==> src/hdl/rrfl_pkg.sv <==
package rrfl_pkg;

   // Request codes carried in req_type.
   localparam logic [1:0] REQ_SOURCE = 2'd0;
   localparam logic [1:0] REQ_RENAME = 2'd1;
   localparam logic [1:0] REQ_FLAG   = 2'd2;
   localparam logic [1:0] REQ_QUERY  = 2'd3;

   typedef struct packed {
      logic [1:0] req_type;
      logic [4:0] arch_reg;
   } req_item_type;

   typedef struct packed {
      logic [4:0] phys_tag;
      logic       error;
   } rsp_item_type;

   // Commands from the controller to the datapath.
   typedef struct packed {
      logic capture;
      logic lookup;
      logic update;
   } ctrl_cmd_type;

endpackage

==> src/hdl/rrfl_ctrl.sv <==
module rrfl_ctrl import rrfl_pkg::*; (
   input  logic         clock,
   input  logic         reset,
   input  logic         start,
   output logic         busy,
   output logic         rsp_strobe,
   output ctrl_cmd_type cmd
);

   localparam logic [1:0] ST_IDLE   = 2'd0;
   localparam logic [1:0] ST_LOOKUP = 2'd1;
   localparam logic [1:0] ST_UPDATE = 2'd2;

   logic [1:0] state_ff;
   logic [1:0] state_in;
   logic       strobe_ff;

   always_comb begin
      state_in    = state_ff;
      cmd.capture = 1'b0;
      cmd.lookup  = 1'b0;
      cmd.update  = 1'b0;
      unique case (state_ff)
         ST_IDLE: begin
            if (start) begin
               cmd.capture = 1'b1;
               state_in    = ST_LOOKUP;
            end
         end
         ST_LOOKUP: begin
            cmd.lookup = 1'b1;
            state_in   = ST_UPDATE;
         end
         ST_UPDATE: begin
            cmd.update = 1'b1;
            state_in   = ST_IDLE;
         end
         default: begin
            state_in = ST_IDLE;
         end
      endcase
   end

   always_ff @(posedge clock) begin
      if (reset) begin
         state_ff  <= ST_IDLE;
         strobe_ff <= 1'b0;
      end else begin
         state_ff  <= state_in;
         strobe_ff <= cmd.update;
      end
   end

   assign busy       = (state_ff != ST_IDLE);
   assign rsp_strobe = strobe_ff;

endmodule

==> src/hdl/rrfl_dpath.sv <==
module rrfl_dpath import rrfl_pkg::*; #(
   parameter int ARCH_REGS  = 16,
   parameter int PHYS_REGS  = 32,
   parameter int FLAG_TAGS  = 16,
   parameter int FREE_DEPTH = 32
) (
   input  logic         clock,
   input  logic         reset,
   input  ctrl_cmd_type cmd,
   input  req_item_type req_item,
   output rsp_item_type rsp_item
);

   localparam int AW = $clog2(ARCH_REGS);
   localparam int TW = $clog2(PHYS_REGS);
   localparam int FW = $clog2(FLAG_TAGS);
   localparam int DW = $clog2(FREE_DEPTH);

   localparam int REG_SPAN   = (PHYS_REGS > ARCH_REGS) ? PHYS_REGS - ARCH_REGS : 0;
   localparam int REG_COUNT  = (REG_SPAN > FREE_DEPTH) ? FREE_DEPTH : REG_SPAN;
   localparam int FLAG_COUNT = (FLAG_TAGS - 1 > FREE_DEPTH) ? FREE_DEPTH : FLAG_TAGS - 1;
   localparam int REG_TAIL0  = REG_COUNT % FREE_DEPTH;
   localparam int FLAG_TAIL0 = FLAG_COUNT % FREE_DEPTH;
   localparam bit REG_AVAIL  = (REG_COUNT > 0);
   localparam bit FLAG_AVAIL = (FLAG_COUNT > 0);

   req_item_type   req_ff;
   rsp_item_type   rsp_ff;

   logic [TW-1:0]        map_mem [ARCH_REGS];
   logic [ARCH_REGS-1:0] map_valid_ff;
   logic [TW-1:0]        map_rd_ff;
   logic                 map_hit_ff;

   logic [TW-1:0] reg_store [FREE_DEPTH];
   logic [TW-1:0] reg_rd_ff;
   logic [DW-1:0] reg_head_ff, reg_head_in;
   logic [DW-1:0] reg_tail_ff, reg_tail_in;
   logic          reg_lap_ff, reg_lap_in;

   logic [FW-1:0] flag_store [FREE_DEPTH];
   logic [FW-1:0] flag_rd_ff;
   logic [DW-1:0] flag_head_ff, flag_head_in;
   logic [DW-1:0] flag_tail_ff, flag_tail_in;
   logic          flag_lap_ff, flag_lap_in;
   logic [FW-1:0] flag_tag_ff, flag_tag_in;

   logic [AW+4:0] arch_ext;
   logic [AW-1:0] arch_idx;
   logic          arch_ok;

   logic [TW-1:0] old_map;
   logic [TW-1:0] reg_pop;
   logic [FW-1:0] flag_pop;
   logic [TW+4:0] old_ext, reg_pop_ext;
   logic [FW+4:0] flag_pop_ext, flag_tag_ext;

   logic          map_we, reg_we, flag_we;
   logic [4:0]    tag5;
   logic          err;

   function automatic logic [DW-1:0] next_ptr(input logic [DW-1:0] p);
      next_ptr = (p == DW'(FREE_DEPTH - 1)) ? '0 : p + 1'b1;
   endfunction

   assign arch_ext = {{AW{1'b0}}, req_ff.arch_reg};
   assign arch_idx = arch_ext[AW-1:0];
   assign arch_ok  = (arch_ext < (AW+5)'(ARCH_REGS));

   // An entry never written since reset still holds its reset mapping.
   assign old_map = map_hit_ff ? map_rd_ff :
                    ((32'(arch_idx) < PHYS_REGS) ? TW'(arch_idx) : '0);

   // On the first lap of the head, the entries filled at reset have not been
   // overwritten yet; their contents follow from the index alone.
   assign reg_pop  = (reg_lap_ff && ({1'b0, reg_head_ff} < (DW+1)'(REG_COUNT))) ?
                     TW'(32'(ARCH_REGS) + 32'(reg_head_ff)) : reg_rd_ff;
   assign flag_pop = (flag_lap_ff && ({1'b0, flag_head_ff} < (DW+1)'(FLAG_COUNT))) ?
                     FW'(32'(flag_head_ff) + 32'd1) : flag_rd_ff;

   assign old_ext      = {5'b0, old_map};
   assign reg_pop_ext  = {5'b0, reg_pop};
   assign flag_pop_ext = {5'b0, flag_pop};
   assign flag_tag_ext = {5'b0, flag_tag_ff};

   always_comb begin
      map_we       = 1'b0;
      reg_we       = 1'b0;
      flag_we      = 1'b0;
      reg_head_in  = reg_head_ff;
      reg_tail_in  = reg_tail_ff;
      reg_lap_in   = reg_lap_ff;
      flag_head_in = flag_head_ff;
      flag_tail_in = flag_tail_ff;
      flag_lap_in  = flag_lap_ff;
      flag_tag_in  = flag_tag_ff;
      tag5         = '0;
      err          = 1'b0;
      unique case (req_ff.req_type)
         REQ_SOURCE: begin
            if (arch_ok) begin
               tag5 = old_ext[4:0];
            end else begin
               err = 1'b1;
            end
         end
         REQ_RENAME: begin
            if (arch_ok && REG_AVAIL) begin
               map_we      = 1'b1;
               reg_we      = 1'b1;
               reg_head_in = next_ptr(reg_head_ff);
               reg_tail_in = next_ptr(reg_tail_ff);
               if (reg_head_ff == DW'(FREE_DEPTH - 1)) begin
                  reg_lap_in = 1'b0;
               end
               tag5 = reg_pop_ext[4:0];
            end else begin
               err = 1'b1;
            end
         end
         REQ_FLAG: begin
            if (FLAG_AVAIL) begin
               flag_we      = 1'b1;
               flag_tag_in  = flag_pop;
               flag_head_in = next_ptr(flag_head_ff);
               flag_tail_in = next_ptr(flag_tail_ff);
               if (flag_head_ff == DW'(FREE_DEPTH - 1)) begin
                  flag_lap_in = 1'b0;
               end
               tag5 = flag_pop_ext[4:0];
            end else begin
               err = 1'b1;
            end
         end
         REQ_QUERY: begin
            tag5 = flag_tag_ext[4:0];
         end
      endcase
   end

   always_ff @(posedge clock) begin
      if (reset) begin
         map_valid_ff <= '0;
         reg_head_ff  <= '0;
         reg_tail_ff  <= DW'(REG_TAIL0);
         reg_lap_ff   <= 1'b1;
         flag_head_ff <= '0;
         flag_tail_ff <= DW'(FLAG_TAIL0);
         flag_lap_ff  <= 1'b1;
         flag_tag_ff  <= '0;
      end else if (cmd.update) begin
         if (map_we) begin
            map_valid_ff[arch_idx] <= 1'b1;
         end
         reg_head_ff  <= reg_head_in;
         reg_tail_ff  <= reg_tail_in;
         reg_lap_ff   <= reg_lap_in;
         flag_head_ff <= flag_head_in;
         flag_tail_ff <= flag_tail_in;
         flag_lap_ff  <= flag_lap_in;
         flag_tag_ff  <= flag_tag_in;
      end
   end

   always_ff @(posedge clock) begin
      if (reset) begin
         req_ff <= '0;
      end else if (cmd.capture) begin
         req_ff <= req_item;
      end
      if (cmd.lookup) begin
         map_rd_ff  <= map_mem[arch_idx];
         map_hit_ff <= map_valid_ff[arch_idx];
         reg_rd_ff  <= reg_store[reg_head_ff];
         flag_rd_ff <= flag_store[flag_head_ff];
      end
      if (cmd.update) begin
         rsp_ff.phys_tag <= tag5;
         rsp_ff.error    <= err;
         if (map_we) begin
            map_mem[arch_idx] <= reg_pop;
         end
         if (reg_we) begin
            reg_store[reg_tail_ff] <= old_map;
         end
         if (flag_we) begin
            flag_store[flag_tail_ff] <= flag_tag_ff;
         end
      end
   end

   assign rsp_item = rsp_ff;

endmodule

==> src/hdl/register_rename_free_list.sv <==
// Channel   Ports                         Direction  Accepted when
// request   start, busy, req_item         in         start high and busy low at a clock edge
// result    rsp_strobe, rsp_item          out        the edge that ends the strobe cycle
//
// Each request is captured, then the map table and both free-list stores are
// read through registers, and then the result is computed and the tables are
// written back. The single read port of each store is why the reads take a
// step of their own. busy stays high through the lookup and update states after
// acceptance, and the result shows for one cycle with rsp_strobe in the cycle
// where a new request may already be accepted. Synchronous reset returns the
// map to identity, the flag tag to zero and both free lists to their initial
// contents without a clearing pass: valid bits cover the map and a first-lap
// flag covers each free list. The receiver cannot stall, so nothing holds results back.
module register_rename_free_list import rrfl_pkg::*; #(
   parameter int ARCH_REGS  = 16,
   parameter int PHYS_REGS  = 32,
   parameter int FLAG_TAGS  = 16,
   parameter int FREE_DEPTH = 32
) (
   input  logic         clock,
   input  logic         reset,
   input  logic         start,
   output logic         busy,
   input  req_item_type req_item,
   output logic         rsp_strobe,
   output rsp_item_type rsp_item
);

   // Commands from the controller step the datapath through capture, lookup
   // and update for each request.
   ctrl_cmd_type cmd;

   rrfl_ctrl u_ctrl (
      .clock      (clock),
      .reset      (reset),
      .start      (start),
      .busy       (busy),
      .rsp_strobe (rsp_strobe),
      .cmd        (cmd)
   );

   // The datapath holds the map table, the flag tag and both circular free
   // lists; a rename or flag request pops the head of its list and pushes the
   // displaced tag at the tail in the same update, so each list keeps a constant occupancy.
   rrfl_dpath #(
      .ARCH_REGS  (ARCH_REGS),
      .PHYS_REGS  (PHYS_REGS),
      .FLAG_TAGS  (FLAG_TAGS),
      .FREE_DEPTH (FREE_DEPTH)
   ) u_dpath (
      .clock    (clock),
      .reset    (reset),
      .cmd      (cmd),
      .req_item (req_item),
      .rsp_item (rsp_item)
   );

   // A result is shown only while the block is ready for the next request.
   a_strobe_idle: assert property (@(posedge clock) disable iff (reset)
      rsp_strobe |-> !busy)
      else $error("result shown while busy");

   // An accepted request produces its result once the controller has passed through lookup and update.
   a_latency: assert property (@(posedge clock) disable iff (reset)
      (start && !busy) |-> ##3 rsp_strobe)
      else $error("result missing after accepted request");

   // An accepted request holds off the next one.
   a_busy_after_accept: assert property (@(posedge clock) disable iff (reset)
      (start && !busy) |=> busy)
      else $error("busy not raised after acceptance");

   // An error result never carries a tag.
   a_error_tag: assert property (@(posedge clock) disable iff (reset)
      (rsp_strobe && rsp_item.error) |-> (rsp_item.phys_tag == 5'd0))
      else $error("error result with nonzero tag");

endmodule
==> config.mk <==
export PLATFORM = sky130hd
export DESIGN_NAME = register_rename_free_list
export DESIGN_NICKNAME = d
export VERILOG_FILES = /design/src/hdl/rrfl_pkg.sv /design/src/hdl/rrfl_ctrl.sv /design/src/hdl/rrfl_dpath.sv /design/src/hdl/register_rename_free_list.sv
export SDC_FILE = /design/constraint.sdc
export NUM_CORES = 1
export LEC_CHECK = 0
export BUFFER_PORTS_ARGS = -buffer_cell sky130_fd_sc_hd__buf_2
export CORE_ASPECT_RATIO = 2
export CORE_MARGIN = 4
export CORE_UTILIZATION = 57
export DETAILED_ROUTE_END_ITERATION = 7
export PLACE_DENSITY = 0.84
export SYNTH_ARGS = -nofsm -noshare
export SYNTH_HDL_FRONTEND = slang
export SYNTH_SLANG_ARGS = --single-unit
==> constraint.sdc <==
create_clock -name clock -period 2.5 [get_ports clock]
set_clock_uncertainty 0.05 [all_clocks]
set_input_delay 0 -clock clock [delete_from_list [all_inputs] [get_ports clock]]
set_output_delay 0 -clock clock [all_outputs]
set_load 0.05 [all_outputs]
==> results of run 1 <==
## routing by layer
metal	vias up	wire, um	share of wire (%)
li1	4282	-	-
met1	4985	12600	32
met2	383	22600	57
met3	147	1680	4.2
met4	0	3010	7.5
met5	-	0	0
## cell usage after synthesis, types with 9 or more instances
| cell type | count | area share [%] |
|---|---|---|
| o21a_1 | 10 | 0.42 |
| nor3_1 | 14 | 0.40 |
| a22oi_1 | 29 | 1.2 |
| o21ai_0 | 13 | 0.37 |
| and3_1 | 9 | 0.32 |
| edfxtp_1 | 389 | 66 |
| a21oi_1 | 37 | 1.0 |
| nor2_1 | 112 | 2.4 |
| mux4_2 | 70 | 8.9 |
| mux2_2 | 12 | 0.76 |
| nand3b_1 | 9 | 0.38 |
| dfxtp_1 | 52 | 5.9 |
| nand3_1 | 24 | 0.68 |
| buf_2 | 19 | 0.54 |
| ha_1 | 14 | 0.99 |
| clkbuf_1 | 40 | 0.85 |
| nand2_1 | 46 | 0.98 |
| mux2i_1 | 87 | 4.9 |
## sequential cells by signal, summed over array words and instances (netlist names), 6 cells and up
register	flops
u_dpath.rsp_item	6
u_dpath.map_mem	80
u_dpath.map_valid_ff	16
u_dpath.reg_store	160
u_dpath.flag_store	128
## area by class of cell
class | count | area share [%]
inverter | 7 | 0.132
sequential | 441 | 64.2
clock inverter | 21 | 1.10
clock buffer | 44 | 4.96
multi-input combinational | 554 | 23.7
timing repair buffer | 87 | 3.61
tap | 372 | 2.35
## per-stage QoR
step	worst slack (ns)	power [uW]	cell area, um2	utilization, %	cells
floorplan	0.174	8390	17700	-	1066
global placement	0.214	8530	18500	60.0	1444
detailed placement	0.172	8540	18500	60.0	1444
CTS	0.137	14300	19800	64.5	1526
global route	0.00898	14600	19800	64.5	1526
finish	0.0980	14200	19800	64.5	1526
## repair_timing
action	in CTS	in global routing
endpoints found under the hold margin	32	0
endpoints found under the setup margin	0	8
hold buffers	17	0
gates resized for setup	0	2
## how the worst min path moves through the flow
stage                     cells past startpoint  slack, ns                                     to
after floorplan                               2       0.09         u_dpath.req_ff[5]$_SDFFE_PP0P_
after global placement                        3       0.19         u_dpath.req_ff[6]$_SDFFE_PP0P_
after detailed placement                      3       0.19         u_dpath.req_ff[5]$_SDFFE_PP0P_
after CTS                                     1       0.41  u_dpath.map_valid_ff[10]$_SDFFE_PP0P_
after global routing                          1       0.43  u_dpath.map_valid_ff[10]$_SDFFE_PP0P_
final                                         1       0.41  u_dpath.map_valid_ff[10]$_SDFFE_PP0P_
## worst register-to-register path: cells and delay by family, from the launching register on
family           cells  cell delay [ns]
DFF                  1             0.36
and+or+nand+nor      4             1.60
## power by group
| group | internal, uW | switching, uW |
|---|---|---|
| Sequential | 7990 | 25.6 |
| Clock | 3250 | 2530 |
| Combinational | 148 | 241 |
## kinds of logic after synthesis
| logic type | synth area share, % |
|---|---|
| DFF | 71.9 |
| and+or+nand+nor | 6.90 |
| muxes | 14.6 |
| AOI/OAI and AO/OA | 4.02 |
| buffers and inverters | 1.65 |
| adders and majority gates | 0.989 |
==> out/results.tsv, run 1 <==
metric	value	unit
FFs w/ async S/R, synth	0	%
CP max stage cell	nor2_1	
f_max	416	MHz
Vias	9797	
critical path class	reg -> reg	
grt met3 use	3.01	%
sequential-to-total area share from yosys stat	71.9	%
Post-CTS Setup Bufs	0	
clock sinks	441	
R2R Path End	u_dpath.map_mem[11][3]$_DFFE_PP_	
initial antenna violation count	0	
dpl hpwl	27.6	mm
number of distinct library cells after synthesis	41	
H-tree Lvls	2	
total routed wirelength	39.9	mm
type of origin of the critical path	register	
crit-path leading delay family	simple AND/OR/NAND/NOR gates	
Via-to-Cell Ratio	6.42	
fin nets	1151	
Final Hold Viols	0	
# rows	91	
layout cells sized above 1	19.1	%
CTS tree	yes	
commonest cells after routing, fill and taps aside	389 x edfxtp_1, 110 x nor2_1, 87 x mux2i_1	
Worst Setup SP	u_ctrl.state_ff[1]$_SDFFE_PP0P_	
Hold Crit Start	u_dpath.map_valid_ff[10]$_SDFFE_PP0P_	
unrepaired setup endpoints after global routing	no	
Final ANT Viol Nets	0	
CP max FO	8	
part of the cycle the worst path needs	96.1	%
vias in the first global route	10284	
Hold Slack	0.410	ns
leak pwr	0.00631	uW
met1 Track Usage GR	23.8	%
WL/cell	26.1	um
HP Class	reg -> reg	
cts bufs inserted	36	
commonest non-fill, non-tap cell in the layout	edfxtp_1	
worst reg-to-reg path cell count	4	
Synthesized Nets	1090	
arrival time worst endpoint	2.50	ns
reg-to-reg critical path startpoint	u_ctrl.state_ff[1]$_SDFFE_PP0P_	
largest net degree at the start of global routing	40	
flop2flop setup slack	0.1	ns
buffers plus inverters on the worst setup path	0	
die width	133	um
Final Max Tran Viols	0	
Crit. End Element	register	
CP max stage delay	0.59	ns
initial DRC count	889	
Critical Path RT	2.60	ns
Max clock buf depth	3	
GR Layer Usage met2	44.4	%
final worst path period need	2.40	ns
Post-route DRC	0	
Max Cap Viol	0	
clk root buf	clkbuf_16	
setup_tns	0	ns
gpl congestion	0.885	
Die Y	257	um
end of the critical path	u_dpath.map_mem[11][3]$_DFFE_PP_	
worst ir drop on vdd	1.06	mV
worst skew pair latency	0.55	ns
die area	0.0341	mm2
most used routing layer	met2	
area of the multi-input gates	0.00470	mm2
First-pass DRT Iterations	5	
Placeable Area	0.0307	mm2
crit-path cells	nor2b_1 -> and3_1 -> nand3_1 -> nor2_1	
global-route wire length before repair	60.1	mm
Slew @ Worst Pin	0.615	ns
IO Port Bufs	17	
Slew HR	58.9	%
Pwr per Cell Area	715	mW/mm2
endpoints failing setup	0	
post-synthesis cell area	0.0177	mm2
Ports	18	
GRT overflow	0	
register bit total from synthesis	441	
fillers	2041	
Antenna diodes	0	
Crit path depth	4	
Gate Count Post-Synth	1066	
yosys warns	0	
Post-synth EDFFs	389	
clock slew at reported path FFs	0.07	ns
Post-Syn Area per Cell	16.6	um2
starting density of the core	57.6	%
Synth-to-Final Area Change	12.0	%
register area	0.0127	mm2
outcome	complete, no violations	
top_reg_cell synth	edfxtp_1	
Tot GR Track Use	23.5	%
Note: power is estimated with default switching activity, not from simulation.
==> run 2: changes to the inputs <==
--- a/config.mk
+++ b/config.mk
@@ -11,6 +11,7 @@
 export CORE_UTILIZATION = 57
 export DETAILED_ROUTE_END_ITERATION = 7
 export PLACE_DENSITY = 0.84
+export REMOVE_ABC_BUFFERS = 1
 export SYNTH_ARGS = -nofsm -noshare
 export SYNTH_HDL_FRONTEND = slang
 export SYNTH_SLANG_ARGS = --single-unit
==> run 2 against run 1 <==
The run now ends with setup timing left. Utilization is 0.30 points higher. Critical path depth shrank 1. Register-to-register slack got worse by 0.10 ns. Wire length shrank 0.43%. Global-route usage about the same. First-iteration DRC count increased by 21%. Final cell count rose by 0.13%. Maximum frequency is 4.1% lower. Critical endpoint is now u_dpath.reg_store[18][0]$_DFFE_PP_. Clock-buffer cell count rose by 5.
==> out/results.tsv, run 2 (same netlist as run 1, synthesis figures left out) <==
metric	value	unit
H-tree Lvls	2	
Ports	18	
die width	133	um
part of the cycle the worst path needs	100	%
leak pwr	0.00635	uW
WL met1	12.7	mm
gpl congestion	0.888	
setup ws final	-0.00375	ns
clock slew at reported path FFs	0.07	ns
final worst path period need	2.50	ns
Antenna diodes	0	
setup_tns	-0.0103	ns
max FFs per register	160	
clock sinks	441	
GRT overflow	0	
cts bufs inserted	36	
largest net degree at the start of global routing	44	
First-pass DRT Iterations	6	
endpoints failing setup	4	
commonest non-fill, non-tap cell in the layout	edfxtp_1	
clk root buf	clkbuf_16	
CP max FO	12	
Final Max Tran Viols	0	
post-place setup slack	0.114	ns
total power draw	14300	uW
initial DRC count	1074	
Max clock buf depth	3	
# rows	91	
Flop pwr share	56.0	%
Placeable Area	0.0307	mm2
initial antenna violation count	0	
f_max	399	MHz
global-route wire length before repair	60.0	mm
area of the multi-input gates	0.00470	mm2
critical path class	reg -> reg	
Post-DP Area	0.0185	mm2
worst ir drop on vdd	0.815	mV
commonest cells after routing, fill and taps aside	389 x edfxtp_1, 108 x nor2_1, 87 x mux2i_1	
Via-to-Cell Ratio	6.45	
WL/cell	26.0	um
clock network fraction of total power	41.4	%
failing checks	setup timing	
met3 WL	1.80	mm
starting density of the core	57.6	%
dpl hpwl	26.9	mm
fin nets	1155	
Top Metal Used	met4	
register area	0.0127	mm2
Post-route DRC	0	
Pint	11500	uW
Max Cap Viol	0	
arrival time worst endpoint	2.65	ns
combinational fraction of design power	2.6	%
Vias	9862	
fillers	2007	
Reg with most FFs	u_dpath.reg_store	
total routed wirelength	39.7	mm
outcome	complete, but fails checks	
fin cells	1528	
Psw	2810	uW
layout cells sized above 1	19.5	%
Crit. End Element	register	
IO Port Bufs	17	
Slew @ Worst Pin	0.727	ns
top flop regs	u_dpath.reg_store x160, u_dpath.flag_store x128, u_dpath.map_mem x80	
worst skew pair latency	0.55	ns
Critical Path RT	2.64	ns
Final Hold Viols	0	
vias in the first global route	10264	
Die Y	257	um
unrepaired setup endpoints after global routing	yes	
Finished Cell Area	0.0199	mm2
Placed Instances	1448	
die area	0.0341	mm2
type of origin of the critical path	register	
Final ANT Viol Nets	0	
metal2 WL	22.8	mm
Slew HR	51.5	%
Sw Share	19.6	%
HP Class	in -> reg	
Tot GR Track Use	23.5	%
Pwr per Cell Area	719	mW/mm2
Synth-to-Final Area Change	12.5	%
CTS tree	yes	
run 2: changes by cell type in the layout (fill, tap and decap cells not counted), sizes merged:
cell	delta
buf	+5
clkbuf	+5
clkinv	-5
bufinv	-1
dlygate4sd3	-1
inv	-1
run 2: area by class of cell:
class | instances | share of cell area, %
sequential | 441 | 63.9
multi-input combinational | 554 | 23.6
clock buffer | 49 | 5.44
timing repair buffer | 91 | 3.79
tap | 372 | 2.34
clock inverter | 14 | 0.816
inverter | 7 | 0.132
run 2: layer usage:
layer	GRT usage, %	vias up
met2	45.3	464
met4	13.1	0
met1	24.0	4993
met5	0	-
met3	2.97	115
li1	-	4290
run 2: power by group through the flow:
stage | combinational (uW) | clock [uW] | sequential, uW
2_1_floorplan | 167 | 0 | 8200
3_3_place_gp | 342 | 0 | 8180
3_5_place_dp | 349 | 0 | 8180
4_1_cts | 373 | 5970 | 8020
5_1_grt | 398 | 6280 | 8020
6_report | 375 | 5920 | 8020
run 2: timing repair:
item	in CTS	in global routing
setup buffers	0	1
hold endpoints to repair	34	0
hold buffers	16	0
resized for setup	0	4
endpoints found under the setup margin	0	33
run 2: worst max-delay path: stages, from the launching register on:
cell	delay [ns]
dfxtp_1	0.53
and3_1	0.50
nand2_1	0.52
nor2_1	0.55
run 2: final timing paths:
path | startpoint | to | slack, ns | cells after the start
worst max-delay path | u_dpath.req_ff[5]$_SDFFE_PP0P_ | u_dpath.reg_store[18][0]$_DFFE_PP_ | -0.004 | 3
worst min-delay path | start | u_ctrl.state_ff[0]$_SDFFE_PP0P_ | 0.32 | 4
worst max register to register | u_dpath.req_ff[5]$_SDFFE_PP0P_ | u_dpath.reg_store[18][0]$_DFFE_PP_ | -0.004 | 3
worst min register to register | u_dpath.map_valid_ff[14]$_SDFFE_PP0P_ | u_dpath.map_valid_ff[14]$_SDFFE_PP0P_ | 0.41 | 1
run 2: stage by stage:
step                hold slack (ns)  utilization [%]
global route                  0.350             64.8
global placement              0.214             60.1
detailed placement            0.217             60.1
CTS                           0.323             64.7
finish                        0.324             64.8
floorplan                    0.0191                -
==> run 3: changes to the inputs <==
--- a/config.mk
+++ b/config.mk
@@ -11,6 +11,7 @@
 export CORE_UTILIZATION = 57
 export DETAILED_ROUTE_END_ITERATION = 7
 export PLACE_DENSITY = 0.84
+export RECOVER_POWER = 50
 export REMOVE_ABC_BUFFERS = 1
 export SYNTH_ARGS = -nofsm -noshare
 export SYNTH_HDL_FRONTEND = slang
==> run 3 against run 2 <==
The flow now finishes without violations. Power about the same. Maximum frequency rose by 0.56%. Global-route usage did not move. Die area is the same. Cell area is 0.30% lower. Sequential power is essentially flat. Utilization fell by 0.20 points. Clock power is essentially flat. Critical path type unchanged. Highest routed layer unchanged.
==> out/results.tsv, run 3 (same netlist as run 1, synthesis figures left out) <==
metric	value	unit
outcome	complete, no violations	
leak pwr	0.00629	uW
First-pass DRT Iterations	8	
Max Cap Viol	0	
Ports	18	
Final ANT Viol Nets	0	
gpl congestion	0.888	
fin nets	1155	
Pwr per Cell Area	721	mW/mm2
Critical Path RT	2.65	ns
clock slew at reported path FFs	0.07	ns
CTS tree	yes	
fin cells	1528	
clock sinks	441	
Final Hold Viols	0	
Slew @ Worst Pin	1.38	ns
dpl hpwl	26.9	mm
die width	133	um
die area	0.0341	mm2
H-tree Lvls	2	
Antenna diodes	0	
Die Y	257	um
cts bufs inserted	36	
commonest non-fill, non-tap cell in the layout	edfxtp_1	
worst ir drop on vdd	0.819	mV
initial DRC count	1067	
Synth-to-Final Area Change	12.2	%
GRT overflow	0	
fillers	2023	
arrival time worst endpoint	2.64	ns
max FFs per register	160	
area of the multi-input gates	0.00470	mm2
Slew HR	7.99	%
CP max stage cell	nor2_1	
Pint	11500	uW
f_max	402	MHz
total routed wirelength	39.7	mm
Max clock buf depth	3	
Placed Instances	1448	
clock network fraction of total power	41.4	%
starting density of the core	57.6	%
Vias	9859	
Post-route DRC	0	
clk root buf	clkbuf_16	
CP max stage delay	0.54	ns
Flop pwr share	56.0	%
Final Max Tran Viols	0	
worst skew pair latency	0.55	ns
part of the cycle the worst path needs	99.6	%
# rows	91	
vias in the first global route	10264	
crit-path cells	and3_1 -> nand2_1 -> nor2_1	
Placeable Area	0.0307	mm2
Reg with most FFs	u_dpath.reg_store	
Sw Share	19.7	%
layout cells sized above 1	17.3	%
register area	0.0127	mm2
endpoints failing setup	0	
final worst path period need	2.49	ns
type of origin of the critical path	register	
final core utilization	64.6	%
top flop regs	u_dpath.reg_store x160, u_dpath.flag_store x128, u_dpath.map_mem x80	
Psw	2810	uW
largest net degree at the start of global routing	44	
WL/cell	26.0	um
Tot GR Track Use	23.5	%
Via-to-Cell Ratio	6.45	
HP Class	in -> reg	
critical path class	reg -> reg	
Crit. End Element	register	
commonest cells after routing, fill and taps aside	389 x edfxtp_1, 108 x nor2_1, 87 x mux2i_1	
unrepaired setup endpoints after global routing	yes	
combinational fraction of design power	2.6	%
global-route wire length before repair	60.0	mm
IO Port Bufs	17	
initial antenna violation count	0	
CP max FO	12	
-- run 3: changes by cell type in the layout (fill, tap and decap cells not counted) --
cell      before  now
and2_0         0    2
buf_4         52   37
dfxtp_2        2    1
clkbuf_2       0    6
and2_1         4    2
mux2_2        12    5
buf_2         17    9
clkbuf_1       4   21
dfxtp_1       49   50
mux2_1         0    7
-- run 3: repair_timing --
item | 4_1_cts | 5_1_grt
hold buffers | 16 | 0
endpoints found under the setup margin | 0 | 33
gates resized for setup | 0 | 4
setup buffers | 0 | 1
hold endpoints to repair | 34 | 0
-- run 3: power by group through the flow --
stage	logic, uW	clock network, uW	registers [uW]
after floorplan	167	0	8200
after global placement	342	0	8180
after detailed placement	349	0	8180
after CTS	373	5970	8020
after global routing	390	6280	8020
final	367	5930	8020
-- run 3: cell type report --
type	instances	area share [%]
Clock buffer	49	5.46
Inverter	7	0.132
Clock inverter	14	0.819
Multi-Input combinational cell	554	23.7
Tap cell	372	2.34
Sequential cell	441	64.1
Timing Repair Buffer	91	3.51
-- run 3: critical path, delay by kind of cell, from the launching register on --
family	cells	cell delay [ns]
and+or+nand+nor	3	1.55
DFF	1	0.53
-- run 3: routing by layer --
layer / part of all wire [%] / routed length (um) / vias up / GRT usage, %
li1: - / - / 4297 / -
met1: 32 / 12500 / 4942 / 24.0
met2: 57 / 22600 / 481 / 45.3
met3: 4.9 / 1940 / 139 / 2.97
met4: 6.6 / 2600 / 0 / 13.1
met5: 0 / 0 / - / 0
-- run 3: metrics by stage --
stage | setup WS (ns) | total power (uW) | cell area, um2 | TNS [ns] | hold WS, ns
2_1_floorplan | -1.78 | 8370 | 17400 | -43.56 | 0.0191
5_1_grt | -0.0352 | 14700 | 19900 | -1.04 | 0.350
3_5_place_dp | 0.114 | 8530 | 18500 | 0 | 0.217
3_3_place_gp | 0.0779 | 8520 | 18500 | 0 | 0.214
6_report | 0.0102 | 14300 | 19900 | 0 | 0.322
4_1_cts | 0.0147 | 14400 | 19900 | 0 | 0.323
-- run 3: path summary, 6_finish.rpt --
kind	start	endpoint	slack [ns]	depth (start not counted)
worst max-delay path	u_dpath.req_ff[5]$_SDFFE_PP0P_	u_dpath.reg_store[18][0]$_DFFE_PP_	0.01	3
worst min-delay path	start	u_ctrl.state_ff[0]$_SDFFE_PP0P_	0.32	4
worst max register to register	u_dpath.req_ff[5]$_SDFFE_PP0P_	u_dpath.reg_store[18][0]$_DFFE_PP_	0.01	3
worst min register to register	u_dpath.map_valid_ff[14]$_SDFFE_PP0P_	u_dpath.map_valid_ff[14]$_SDFFE_PP0P_	0.41	1
